==> config.mk <==
export PLATFORM = sky130hd
export DESIGN_NAME = multichannel_window_averager
export DESIGN_NICKNAME = d
export VERILOG_FILES = /design/src/rtl/mwa_pkg.sv /design/src/rtl/mwa_front.sv /design/src/rtl/mwa_back.sv /design/src/rtl/multichannel_window_averager.sv
export SDC_FILE = /design/constraint.sdc
export NUM_CORES = 1
export LEC_CHECK = 0
export BUFFER_PORTS_ARGS = -buffer_cell sky130_fd_sc_hd__buf_2
export CORE_ASPECT_RATIO = 0.8
export CORE_MARGIN = 4
export CORE_UTILIZATION = 25
export CTS_BUF_LIST = sky130_fd_sc_hd__clkbuf_4 sky130_fd_sc_hd__clkbuf_8 sky130_fd_sc_hd__clkbuf_16
export DETAILED_ROUTE_END_ITERATION = 12
export SKIP_CTS_REPAIR_TIMING = 1
export SLEW_MARGIN = 10
export SYNTH_ARGS = -nofsm -noshare
export SYNTH_HDL_FRONTEND = slang
export SYNTH_SLANG_ARGS = --single-unit
export TNS_END_PERCENT = 1
==> constraint.sdc <==
create_clock -name i_clk -period 5.6 [get_ports i_clk]
set_clock_uncertainty 0.05 [all_clocks]
set_input_delay 0 -clock i_clk [delete_from_list [all_inputs] [get_ports i_clk]]
set_output_delay 0 -clock i_clk [all_outputs]
set_load 0.005 [all_outputs]
==> src/rtl/mwa_pkg.sv <==
// Shared types and constants for the multichannel window averager.
// No dependencies; imported by every module of the block.
`default_nettype none

package mwa_pkg;

    localparam int WINDOW_SAMPLES = 8;
    localparam int MAX_CHANNELS   = 8;
    localparam int DEF_CHANNELS   = 6;
    localparam int QUEUE_DEPTH    = 2;

    localparam int SAMPLE_W  = 16;
    localparam int CHAN_W    = 3;
    localparam int COUNT_W   = 4;
    localparam int SLOT_W    = (WINDOW_SAMPLES > 1) ? $clog2(WINDOW_SAMPLES) : 1;
    localparam int CNT_W     = $clog2(WINDOW_SAMPLES + 1);
    localparam int ACC_W     = SAMPLE_W + 1 + $clog2(WINDOW_SAMPLES);
    localparam int QPTR_W    = (QUEUE_DEPTH > 1) ? $clog2(QUEUE_DEPTH) : 1;
    localparam int QCNT_W    = $clog2(QUEUE_DEPTH + 1);

    localparam logic KIND_PUSH   = 1'b0;
    localparam logic KIND_REDUCE = 1'b1;

    typedef enum logic [1:0] {
        OP_PUSH,
        OP_REDUCE,
        OP_EMPTY
    } t_op;

    typedef struct packed {
        logic                       kind;
        logic [CHAN_W-1:0]          channel;
        logic signed [SAMPLE_W-1:0] sample;
    } t_in;

    typedef struct packed {
        logic [CHAN_W-1:0]          out_channel;
        logic signed [SAMPLE_W-1:0] average;
        logic [COUNT_W-1:0]         sample_count;
    } t_out;

    typedef struct packed {
        t_op                        op;
        logic [CHAN_W-1:0]          channel;
        logic signed [SAMPLE_W-1:0] sample;
    } t_cmd;

    typedef struct packed {
        logic valid;
        t_cmd cmd;
    } t_head;

endpackage

`default_nettype wire

==> src/rtl/mwa_front.sv <==
// Front end: accepts items, classifies them, and queues commands for the back end.
// Depends on mwa_pkg.
`default_nettype none

module mwa_front #(
    parameter int CHANNELS = mwa_pkg::DEF_CHANNELS
) (
    input  wire logic          i_clk,
    input  wire logic          i_rst_n,
    input  wire logic          i_valid,
    output logic               o_stall,
    input  wire mwa_pkg::t_in  i_item,
    output mwa_pkg::t_head     o_head,
    input  wire logic          i_pop
);
    import mwa_pkg::*;

    t_cmd              r_q [QUEUE_DEPTH];
    logic [QPTR_W-1:0] r_wp;
    logic [QPTR_W-1:0] r_rp;
    logic [QCNT_W-1:0] r_cnt;

    logic w_accept;
    logic w_in_range;
    logic w_keep;
    logic w_enq;
    logic w_deq;
    t_cmd w_cmd;

    assign o_stall    = (r_cnt == QCNT_W'(QUEUE_DEPTH));
    assign w_accept   = i_valid && !o_stall;
    assign w_in_range = (int'(i_item.channel) < CHANNELS);

    // out-of-range pushes are dropped, out-of-range reduces still answer
    always_comb begin
        w_cmd.channel = i_item.channel;
        w_cmd.sample  = i_item.sample;
        if (i_item.kind == KIND_PUSH) begin
            w_cmd.op = OP_PUSH;
        end else if (w_in_range) begin
            w_cmd.op = OP_REDUCE;
        end else begin
            w_cmd.op = OP_EMPTY;
        end
        w_keep = (i_item.kind == KIND_REDUCE) || w_in_range;
    end

    assign w_enq = w_accept && w_keep;
    assign w_deq = o_head.valid && i_pop;

    assign o_head.valid = (r_cnt != '0);
    assign o_head.cmd   = r_q[r_rp];

    always_ff @(posedge i_clk) begin
        if (!i_rst_n) begin
            r_wp  <= '0;
            r_rp  <= '0;
            r_cnt <= '0;
        end else begin
            if (w_enq) begin
                r_wp <= (int'(r_wp) == QUEUE_DEPTH - 1) ? '0 : r_wp + 1'b1;
            end
            if (w_deq) begin
                r_rp <= (int'(r_rp) == QUEUE_DEPTH - 1) ? '0 : r_rp + 1'b1;
            end
            if (w_enq && !w_deq) begin
                r_cnt <= r_cnt + 1'b1;
            end else if (!w_enq && w_deq) begin
                r_cnt <= r_cnt - 1'b1;
            end
        end
    end

    always_ff @(posedge i_clk) begin
        if (w_enq) begin
            r_q[r_wp] <= w_cmd;
        end
    end

    a_no_pop_empty: assert property (@(posedge i_clk) disable iff (!i_rst_n)
        r_cnt == '0 |-> !w_deq)
        else $error("queue popped while empty");

    a_count_bound: assert property (@(posedge i_clk) disable iff (!i_rst_n)
        int'(r_cnt) <= QUEUE_DEPTH)
        else $error("queue count overflow");

    a_dropped_push: assert property (@(posedge i_clk) disable iff (!i_rst_n)
        w_accept && !w_keep |=> r_cnt == $past(r_cnt) - QCNT_W'($past(w_deq)))
        else $error("dropped push changed queue fill");

endmodule

`default_nettype wire

==> src/rtl/mwa_back.sv <==
// Back end: per-channel windows, sample memory, summing loop and serial divider.
// Depends on mwa_pkg; fed by mwa_front.
`default_nettype none

module mwa_back #(
    parameter int CHANNELS = mwa_pkg::DEF_CHANNELS
) (
    input  wire logic          i_clk,
    input  wire logic          i_rst_n,
    input  wire mwa_pkg::t_head i_head,
    output logic               o_pop,
    output logic               o_valid,
    input  wire logic          i_stall,
    output mwa_pkg::t_out      o_item
);
    import mwa_pkg::*;

    localparam int CH_IDX_W = (CHANNELS > 1) ? $clog2(CHANNELS) : 1;
    localparam int DEPTH    = CHANNELS * WINDOW_SAMPLES;
    localparam int ADDR_W   = (DEPTH > 1) ? $clog2(DEPTH) : 1;
    localparam int BIT_W    = $clog2(ACC_W + 1);

    typedef enum logic [1:0] {
        S_IDLE,
        S_SUM,
        S_DIV,
        S_DONE
    } t_state;

    logic [SAMPLE_W-1:0] mem [DEPTH];
    logic [SAMPLE_W-1:0] r_rd_data;

    t_state              r_st;
    logic [CNT_W-1:0]    r_fill [CHANNELS];
    logic [SLOT_W-1:0]   r_old  [CHANNELS];
    logic [CHAN_W-1:0]   r_ch;
    logic [CNT_W-1:0]    r_n;
    logic [SLOT_W-1:0]   r_first;
    logic [CNT_W-1:0]    r_idx;
    logic                r_rd_vld;
    logic signed [ACC_W-1:0] r_acc;
    logic                r_neg;
    logic [ACC_W-1:0]    r_quo;
    logic [CNT_W-1:0]    r_rem;
    logic [BIT_W-1:0]    r_bit;
    logic                r_out_valid;
    t_out                r_out;

    logic [CH_IDX_W-1:0] w_qch;
    logic [CNT_W-1:0]    w_qfill;
    logic [SLOT_W-1:0]   w_qold;
    logic [SLOT_W-1:0]   w_wslot;
    logic                w_we;
    logic [ADDR_W-1:0]   w_waddr;
    logic [SLOT_W-1:0]   w_rslot;
    logic [ADDR_W-1:0]   w_raddr;
    logic                w_issue;
    logic [CNT_W:0]      w_rem_sh;
    logic                w_qbit;
    logic [ACC_W-1:0]    w_avg;
    logic                w_out_free;

    function automatic logic [SLOT_W-1:0] wrap_slot(input int a, input int b);
        int s;
        s = a + b;
        if (s >= WINDOW_SAMPLES) begin
            s = s - WINDOW_SAMPLES;
        end
        return SLOT_W'(s);
    endfunction

    assign w_qch   = i_head.cmd.channel[CH_IDX_W-1:0];
    assign w_qfill = r_fill[w_qch];
    assign w_qold  = r_old[w_qch];
    assign o_pop   = (r_st == S_IDLE) && i_head.valid;
    assign w_we    = o_pop && (i_head.cmd.op == OP_PUSH);
    assign w_wslot = (int'(w_qfill) < WINDOW_SAMPLES) ?
                     wrap_slot(int'(w_qold), int'(w_qfill)) : w_qold;
    assign w_waddr = ADDR_W'(int'(w_qch) * WINDOW_SAMPLES + int'(w_wslot));

    assign w_issue = (r_st == S_SUM) && (r_idx < r_n);
    assign w_rslot = wrap_slot(int'(r_first), int'(r_idx));
    assign w_raddr = ADDR_W'(int'(r_ch[CH_IDX_W-1:0]) * WINDOW_SAMPLES + int'(w_rslot));

    assign w_rem_sh = {r_rem, r_quo[ACC_W-1]};
    assign w_qbit   = (w_rem_sh >= {1'b0, r_n});
    assign w_avg    = r_neg ? (~r_quo + ACC_W'(1)) : r_quo;
    assign w_out_free = !r_out_valid || !i_stall;

    always_ff @(posedge i_clk) begin
        if (w_we) begin
            mem[w_waddr] <= i_head.cmd.sample;
        end
        r_rd_data <= mem[w_raddr];
    end

    always_ff @(posedge i_clk) begin
        if (!i_rst_n) begin
            r_st        <= S_IDLE;
            r_out_valid <= 1'b0;
            r_rd_vld    <= 1'b0;
            for (int c = 0; c < CHANNELS; c++) begin
                r_fill[c] <= '0;
                r_old[c]  <= '0;
            end
        end else begin
            if (r_out_valid && !i_stall && r_st != S_DONE) begin
                r_out_valid <= 1'b0;
            end
            r_rd_vld <= w_issue;
            case (r_st)
                S_IDLE: begin
                    if (i_head.valid) begin
                        r_ch    <= i_head.cmd.channel;
                        r_idx   <= '0;
                        r_acc   <= '0;
                        r_quo   <= '0;
                        r_neg   <= 1'b0;
                        r_n     <= '0;
                        r_first <= w_qold;
                        case (i_head.cmd.op)
                            OP_PUSH: begin
                                if (int'(w_qfill) < WINDOW_SAMPLES) begin
                                    r_fill[w_qch] <= w_qfill + 1'b1;
                                end else begin
                                    r_old[w_qch] <= wrap_slot(int'(w_qold), 1);
                                end
                            end
                            OP_REDUCE: begin
                                r_n           <= w_qfill;
                                r_fill[w_qch] <= '0;
                                r_old[w_qch]  <= '0;
                                r_st          <= (w_qfill == '0) ? S_DONE : S_SUM;
                            end
                            default: begin
                                r_st <= S_DONE;
                            end
                        endcase
                    end
                end
                S_SUM: begin
                    if (w_issue) begin
                        r_idx <= r_idx + 1'b1;
                    end
                    if (r_rd_vld) begin
                        r_acc <= r_acc + ACC_W'($signed(r_rd_data));
                    end else if (!w_issue) begin
                        r_neg <= r_acc[ACC_W-1];
                        r_quo <= r_acc[ACC_W-1] ? ACC_W'(-r_acc) : ACC_W'(r_acc);
                        r_rem <= '0;
                        r_bit <= BIT_W'(ACC_W);
                        r_st  <= S_DIV;
                    end
                end
                S_DIV: begin
                    r_rem <= w_qbit ? CNT_W'(w_rem_sh - {1'b0, r_n}) : CNT_W'(w_rem_sh);
                    r_quo <= {r_quo[ACC_W-2:0], w_qbit};
                    r_bit <= r_bit - 1'b1;
                    if (r_bit == BIT_W'(1)) begin
                        r_st <= S_DONE;
                    end
                end
                S_DONE: begin
                    if (w_out_free) begin
                        r_out.out_channel  <= r_ch;
                        r_out.average      <= w_avg[SAMPLE_W-1:0];
                        r_out.sample_count <= COUNT_W'(r_n);
                        r_out_valid        <= 1'b1;
                        r_st               <= S_IDLE;
                    end
                end
                default: begin
                    r_st <= S_IDLE;
                end
            endcase
        end
    end

    assign o_valid = r_out_valid;
    assign o_item  = r_out;

    a_write_idle: assert property (@(posedge i_clk) disable iff (!i_rst_n)
        w_we |-> r_st == S_IDLE)
        else $error("memory write outside idle");

    a_sum_bound: assert property (@(posedge i_clk) disable iff (!i_rst_n)
        r_st == S_SUM |-> (r_idx <= r_n) && (r_n != '0))
        else $error("summing index out of range");

    a_read_follow: assert property (@(posedge i_clk) disable iff (!i_rst_n)
        r_rd_vld |-> r_st == S_SUM)
        else $error("read data arrived outside summing");

    a_result_load: assert property (@(posedge i_clk) disable iff (!i_rst_n)
        r_st == S_DONE && w_out_free |=> o_valid && r_st == S_IDLE)
        else $error("result not presented");

endmodule

`default_nettype wire

==> src/rtl/multichannel_window_averager.sv <==
// Top level of the multichannel window averager: front end, command queue and back end.
// Depends on mwa_pkg, mwa_front and mwa_back.
//
// Keeps a window of the last WINDOW_SAMPLES signed samples for each of CHANNELS channels.
// A push item is one memory write in the back end. A reduce item on n held samples
// takes one memory read per sample, then a bit-serial divide of ACC_W (20) steps.
// A two-entry command queue sits in front, so the input takes up to two more items
// while a reduce runs and stalls after that; the result register holds one average
// while the next item runs.
`default_nettype none

module multichannel_window_averager #(
    parameter int CHANNELS = mwa_pkg::DEF_CHANNELS
) (
    input  wire logic          i_clk,
    input  wire logic          i_rst_n,
    input  wire logic          i_valid,
    output logic               o_stall,
    input  wire mwa_pkg::t_in  i_item,
    output logic               o_valid,
    input  wire logic          i_stall,
    output mwa_pkg::t_out      o_item
);
    import mwa_pkg::*;

    t_head w_head;
    logic  w_pop;

    mwa_front #(
        .CHANNELS (CHANNELS)
    ) u_front (
        .i_clk   (i_clk),
        .i_rst_n (i_rst_n),
        .i_valid (i_valid),
        .o_stall (o_stall),
        .i_item  (i_item),
        .o_head  (w_head),
        .i_pop   (w_pop)
    );

    mwa_back #(
        .CHANNELS (CHANNELS)
    ) u_back (
        .i_clk   (i_clk),
        .i_rst_n (i_rst_n),
        .i_head  (w_head),
        .o_pop   (w_pop),
        .o_valid (o_valid),
        .i_stall (i_stall),
        .o_item  (o_item)
    );

endmodule

`default_nettype wire
==> metrics, run 1 <==
Sink Count 978; CP max stage cell nor3_2; Netlist cell types 79; Crit Path Class flop to flop; # nets final 2869; worst slew pin tran 1.215 ns; Residual DRC 0; clock slew at reported path FFs approximately 0.06 ns; Die Span X 457.6 um; Starting Density 0.2525; Root Driver clkbuf_16; Storage cell area between 20000 and 30000 um2; max incr delay on CP approximately 0.96 ns; Cell Area, Synth 40430 um2; Final Cell Area between 40000 and 50000 um2; cell leakage power between 0.015 and 0.02 uW; Slew Limit Headroom 0.1854; first-pass GRT wire length 158400 um; worst hold margin -0.004116 ns; Post-DRT Antenna Nets 0; gr usage total 0.1271; final WL 110400 um; outcome finished, violations left; die height 367.7 um; dpl hpwl ~70000 um; cell count after synthesis 2696; H-tree levels 3; Worst Hold Depth 5; number of flops mapped to enable cells by yosys ~950; sequential element share of the synthesized area 0.7203; worst setup path start u_front.r_q[1][16]$_DFFE_PP_; share of cells above drive strength 1 0.1657; Power per Cell Area 583.7 nW/um2; total iterations of the first detailed-routing run 7; drt wl/cell 22.08 um; largest area contributor in the synthesized netlist edfxtp_1; Final Cycle Share 0.8981; max cap viols 0; endpoints failing setup 0; critical-path cell list mux2i_4, clkinv_1, buf_4, nand2b_1, o32ai_1, or3_1, inv_1, ha_1, inv_1, fa_1, o31a_1, mux2i_4, xnor2_4, buf_12, nor3_2; CP max FO 16; initial antenna violation count 6; R2R Path Start u_front.r_q[1][16]$_DFFE_PP_; GPL Wtd Cong 0.9275; Final WS setup 0.5709 ns; vias in the first global route 22.89k; CTS max path bufs 3; grt total ovfl 0; worst r2r dst u_back.mem[24][10]$_DFFE_PP_; Yosys Warn Count 0; Hold Crit Class input pin to flop; Required @ worst endpoint 5.83 ns; area grow syn2layout 15.96%; CTS tree done; failing checks negative hold slack; Peak VDD IR 0.0005226 V; Hold Vio Cnt, Final 1; clock latency on the worst-skew pair 0.69 ns; mean post-synth cell area 15.00 um2; CP endpoint kind flop; unrepaired setup endpoints after global routing false; vias per cell 4.865; area of the multi-input gates 10700 um2; Yosys reg bits 978; port bufs 48; fin crit period 5.029 ns; Place WS 0.4741 ns; asr flop ratio synth 0; cts bufs inserted a little under 90; Critical Path Source Type flop; starting DRC count in detailed routing between 3k and 4k; TNS Setup 0 ns; largest net degree at the start of global routing 80; Max Transition Viols Final 0; area of the die 168200 um2; FF-to-FF setup slack 0.57 ns; Highest Clock Rate 0.1988 GHz; Post-synth top flop edfxtp_1; CP arrival 5.25 ns; Synth top area share 0.7079; Layout fillers 15.84k; Placeable Area between 150000 and 200000 um2; CP Capture Point u_back.mem[24][10]$_DFFE_PP_; row cnt about 130; Syn Nets around 2.8k; ranking of synthesized cells by area edfxtp_1, nand2_1, mux4_2; io pins 49; via count 24.32k; Worst R2R Path Depth 15; placed instance area 43650 um2
synth_stat cells (all sizes together), types with 6 or more instances:
cell      n
nand4    22
ha       41
xnor2    36
o22a     17
a32o     16
nand2   443
a22oi    41
mux2     17
o311ai   32
a31o     34
inv      47
clkbuf  113
a21oi    22
nand3    26
o31ai    10
mux2i    46
and2     10
buf      47
or2       6
nor2b    19
nor2     99
edfxtp  953
xor2     19
nor3     69
a31oi   119
or3      44
a32oi    33
and3      7
o21ai    95
o21bai    9
mux4     64
dfxtp    25
nand2b   13
a21o     14
worst min-delay path by stage:
| stage | from | endpoint | slack [ns] |
|---|---|---|---|
| 3_3_place_gp | i_item[10] | u_front.r_q[0][10]$_DFFE_PP_ | 0.14 |
| 3_5_place_dp | i_item[3] | u_front.r_q[0][3]$_DFFE_PP_ | 0.14 |
| 5_1_grt | i_item[8] | u_front.r_q[0][8]$_DFFE_PP_ | 0.0008 |
| 4_1_cts | i_item[3] | u_front.r_q[0][3]$_DFFE_PP_ | -0.61 |
| 2_1_floorplan | i_item[0] | u_front.r_q[0][0]$_DFFE_PP_ | 0.05 |
| 6_report | i_valid | u_front.r_wp$_SDFFE_PN0P_ | -0.004 |
critical path: cells and delay by family, from the launching register on:
kind	cells	cell delay (ns)
multiplexers	2	0.69
adder cells (fa/ha/maj)	2	0.55
XOR/XNOR	1	0.28
buffers and inverters	5	0.81
flip-flops	1	0.55
AO/OA/AOI/OAI	2	0.22
AND/OR/NAND/NOR	3	1.45
report_power, final:
group	internal (uW)	switching (uW)
sequential	9000	345
clock	3330	2720
combinational	3570	8400
metrics by stage:
stage / power (uW) / utilization / cells / hold WS, ns
floorplan: 16450 / - / 2696 / 0.04887
global placement: 21000 / 0.2726 / 4805 / 0.1400
detailed placement: 21060 / 0.2726 / 4805 / 0.1436
CTS: 27110 / 0.2903 / 4961 / -0.6074
global route: 28510 / 0.2927 / 4996 / 0.0008009
finish: 27360 / 0.2928 / 4998 / -0.004116
cell usage in the layout (no fill, tap or decap), types with 43 or more instances in the layout:
cell type | Yosys | final
edfxtp_1 | 953 | 953
nand2_1 | 443 | 443
a31oi_1 | 119 | 119
nor2_1 | 97 | 94
o21ai_0 | 93 | 92
clkbuf_16 | 0 | 87
buf_4 | 5 | 86
mux4_2 | 64 | 64
buf_2 | 12 | 48
inv_1 | 47 | 47
mux2i_1 | 44 | 44
or3_1 | 44 | 44
nor3_2 | 25 | 43
cells by family (layout without fill, tap and decap cells):
group                      after synthesis  after routing  share of synthesized area
AOI/OAI and AO/OA                      490            490                    0.08601
buffers and inverters                  209            380                    0.02173
adders and majority gates               45             45                    0.01467
other                                    0              3                          0
muxes                                  127            127                    0.05240
and+or+nand+nor                        790            790                    0.09152
xor gates and xnor gates                57             57                    0.01343
DFF                                    978            978                     0.7203
sequential cells by signal, summed over array words and instances, names as in the netlist, 16 cells and up, named ones only:
| register | flops |
|---|---|
| u_back.r_quo | 20 |
| u_back.r_old | 24 |
| u_back.o_item | 23 |
| u_back.r_rd_data | 16 |
| u_front.r_q | 42 |
| u_back.mem | 768 |
| u_back.r_fill | 32 |
| u_back.r_acc | 20 |
layer usage:
| layer | wire, um | up-vias | global-route usage | part of all wire |
|---|---|---|---|---|
| met5 | 0 | - | 0 | 0 |
| li1 | - | 10670 | - | - |
| met3 | 14500 | 146 | 0.05210 | 0.13 |
| met1 | 49190 | 12250 | 0.1858 | 0.45 |
| met2 | 44360 | 1255 | 0.1715 | 0.40 |
| met4 | 2324 | 0 | 0.03295 | 0.021 |
area by class of cell:
class,instances,share of cell area
clock inverters,53,0.01164
repair buffers,175,0.02914
flip-flops and latches,978,0.6211
multi-input cells,1509,0.2282
diodes,3,0.0001601
inverters,49,0.003923
well taps,2128,0.05679
clock buffers,103,0.04900
(Power assumes the default switching activity.)
==> inputs of run 2 (changes only) <==
Settings changed: ABC_AREA set to 1.
==> run 2 against run 1 <==
  * The run now ends clean
  * Critical path depth unchanged
  * Non-clock buffer count down 22
  * Hold slack improved by 0.023 ns
  * Sequential share of layout area is 0.36 points lower
  * Maximum frequency increased by 16%
  * Area after synthesis grew 0.53%
  * Worst setup slack improved by 0.68 ns
  * Via count grew 11%
  * Register-to-register slack gained 0.68 ns
  * Count of clock-buffer cells in the layout rose by 34
  * Critical path type unchanged
==> metrics, run 2 <==
final WL 112200 um (+1.6%); area of the die 169100 um2 (+0.51%); port bufs 48 (unchanged); initial antenna violation count 3 (-3); share of cells above drive strength 1 0.1062 (-0.05949); max reg flops 768 (unchanged); asr flop ratio synth 0 (unchanged); Clk pwr share 0.241 (+0.020); Synth top area share 0.7042 (-0.003705); Final Cell Area 47150 um2 (+0.58%); Layout fillers 16.26k (+2.6%); Post-synth top flop edfxtp_1; die height 368.6 um (+0.26%); CP endpoint kind flop; Required @ worst endpoint 5.91 ns (+0.08 ns); cell leakage power 0.01554 uW (+2.9%); starting DRC count in detailed routing 3615 (+16%); drt wl/cell 20.02 um (-9.3%); vias per cell 4.806 (-1.2%); gr usage total 0.1276 (+0.0005080); Commonest cells post-synth edfxtp_1, nor2_1, o21ai_0; top flop regs u_back.mem (768), u_front.r_q (42), u_back.r_fill (32); internal power 15900 uW (about the same); cell with the most instances after synthesis edfxtp_1; area grow syn2layout 16.02% (about the same); mean post-synth cell area 12.26 um2 (-18%); most flop-heavy register u_back.mem; clock latency on the worst-skew pair 0.66 ns (-0.03 ns); Met2 Wirelength 48810 um (+10%); CP max stage cell dfxtp_1; largest area contributor in the synthesized netlist edfxtp_1; max incr delay on CP 0.57 ns (-0.39 ns); GPL Wtd Cong 0.8912 (-3.9%); worst slew pin tran 1.131 ns (-0.08473 ns); ranking of synthesized cells by area edfxtp_1, o21ai_0, nor2_1; unrepaired setup endpoints after global routing false; largest net degree at the start of global routing 193 (+140%); Cell Area, Synth 40640 um2 (+0.53%); Hold Startpoint i_item[5]; endpoints failing setup 0 (unchanged); first-pass GRT wire length 164600 um (+3.9%); cts bufs inserted 98 (+13%); outcome finished clean; row cnt 132 (+0.76%); Placeable Area 161700 um2 (+0.97%); net switching power 11550 uW (+0.77%); total iterations of the first detailed-routing run 5 (-2); cell count after synthesis 3314 (+23%); Final Cycle Share 0.7774 (-0.1206); via count 26.92k (+11%); CTS tree done; CP max FO 26 (+10); Root Driver clkbuf_16; Hold Vio Cnt, Final 0 (-1); Yosys reg bits 978 (unchanged); CP bufs+invs 3 (-2); worst hold margin 0.01842 ns (+0.02254 ns); Max Transition Viols Final 0 (unchanged); Non-Filler Instances 5602 (+12%); Cells after DPL 5398 (+12%); H-tree levels 3 (unchanged); fin crit period 4.354 ns (-0.6755 ns); Slew Limit Headroom 0.2455 (+0.06009); vias in the first global route 25.38k (+11%); Die Span X 458.8 um (+0.26%); Highest Clock Rate 0.2297 GHz (+16%); M1 wire length 49520 um (+0.68%); Netlist cell types 47 (-41%); dpl hpwl 67750 um (-3.0%); number of flops mapped to enable cells by yosys 953 (unchanged); most common cell after layout, fill and taps aside edfxtp_1; Residual DRC 0 (unchanged); Power per Cell Area 582.3 nW/um2 (-0.24%); Yosys Warn Count 0 (unchanged); Hold Crit Class input pin to flop; io pins 49 (unchanged); met3 WL 11330 um (-22%); critical-path cell list nand2_2, nand2_4, nand2_1, o2111ai_4, ha_1, inv_1, fa_1, inv_1, nand3_1, nand3_1, nand2_1, nand2_2, nand3_2, nor2_2, buf_4; Starting Density 0.2513 (-0.001109); Switching Share 0.4208 (+0.001794); Syn Nets 3383 (+22%); CP delay by family, top simple AND/OR/NAND/NOR gates; combinational power share 0.409 (-0.029); register share of total power 0.350 (+0.009); Sink Count 978 (unchanged); Top Metal Used met4; max cap viols 0 (unchanged); Crit Path Class flop to flop; # nets final 3447 (+20%); TNS Setup 0 ns (unchanged); FF-to-FF setup slack 1.25 ns (+0.68 ns); Post-DRT Antenna Nets 0 (unchanged); Critical Path Source Type flop; CP arrival 4.66 ns (-0.59 ns); placed instance area 43640 um2 (about the same); clock slew at reported path FFs 0.06 ns (about the same); sequential element share of the synthesized area 0.7165 (-0.003770); CTS max path bufs 3 (unchanged); grt total ovfl 0 (unchanged); most frequent cells in the layout edfxtp_1, nor2_1, o21ai_0; Peak VDD IR 0.0005132 V (-1.8%)
==> run 2: layer usage <==
metal  track usage  up-vias
met5             0        -
met4       0.03354        0
met3       0.03255      165
met2        0.1892     1188
met1        0.1849    13320
li1              -    12250
==> run 2: cells by family after synthesis <==
family | Yosys count | synth area share
AND/OR/NAND/NOR | 1068 | 0.1059
flip-flops | 978 | 0.7165
AO/OA/AOI/OAI | 865 | 0.1252
buffers and inverters | 335 | 0.03288
adder cells (fa/ha/maj) | 45 | 0.01459
XOR/XNOR | 23 | 0.004957
==> run 2: worst paths after layout <==
kind / cells after the start / to
max: 15 / u_back.mem[21][14]$_DFFE_PP_
min: 2 / u_front.r_q[0][5]$_DFFE_PP_
min reg2reg: 1 / u_front.r_rp$_SDFFE_PN0P_
max reg2reg: 15 / u_back.mem[21][14]$_DFFE_PP_
==> run 2: cell type report <==
cell class,instances,area (um2),area share
Sequential cell,978,29120,0.6175
Multi-Input combinational cell,2001,10360,0.2198
Clock buffer,137,2882,0.06111
Tap cell,2144,2683,0.05689
Timing Repair Buffer,153,1164,0.02468
Inverter,146,563.0,0.01194
Clock inverter,41,376.6,0.007987
Antenna cell,2,5.005,0.0001061
==> run 2: power by group through the flow <==
stage,clock (uW),sequential [uW],combinational (uW)
after global placement,0,9760,10900
after detailed placement,0,9770,10900
after floorplan,0,9620,6710
final,6630,9600,11200
after CTS,6740,9610,11000
after global routing,7040,9640,12100
==> run 2: metrics by stage <==
step	utilization	power, uW	setup slack, ns
2_1_floorplan	-	16330	1.815
3_3_place_gp	0.2699	20670	1.375
3_5_place_dp	0.2699	20710	1.323
4_1_cts	0.2901	27330	1.295
5_1_grt	0.2916	28790	0.9060
6_report	0.2916	27460	1.246
==> run 2: worst register-to-register path, delay by kind of cell, from the launching register on <==
kind | cells | cell delay [ns]
adder cells (fa/ha/maj) | 2 | 0.60
AND/OR/NAND/NOR | 9 | 2.05
flip-flops | 1 | 0.57
AO/OA/AOI/OAI | 1 | 0.38
buffers and inverters | 3 | 0.37
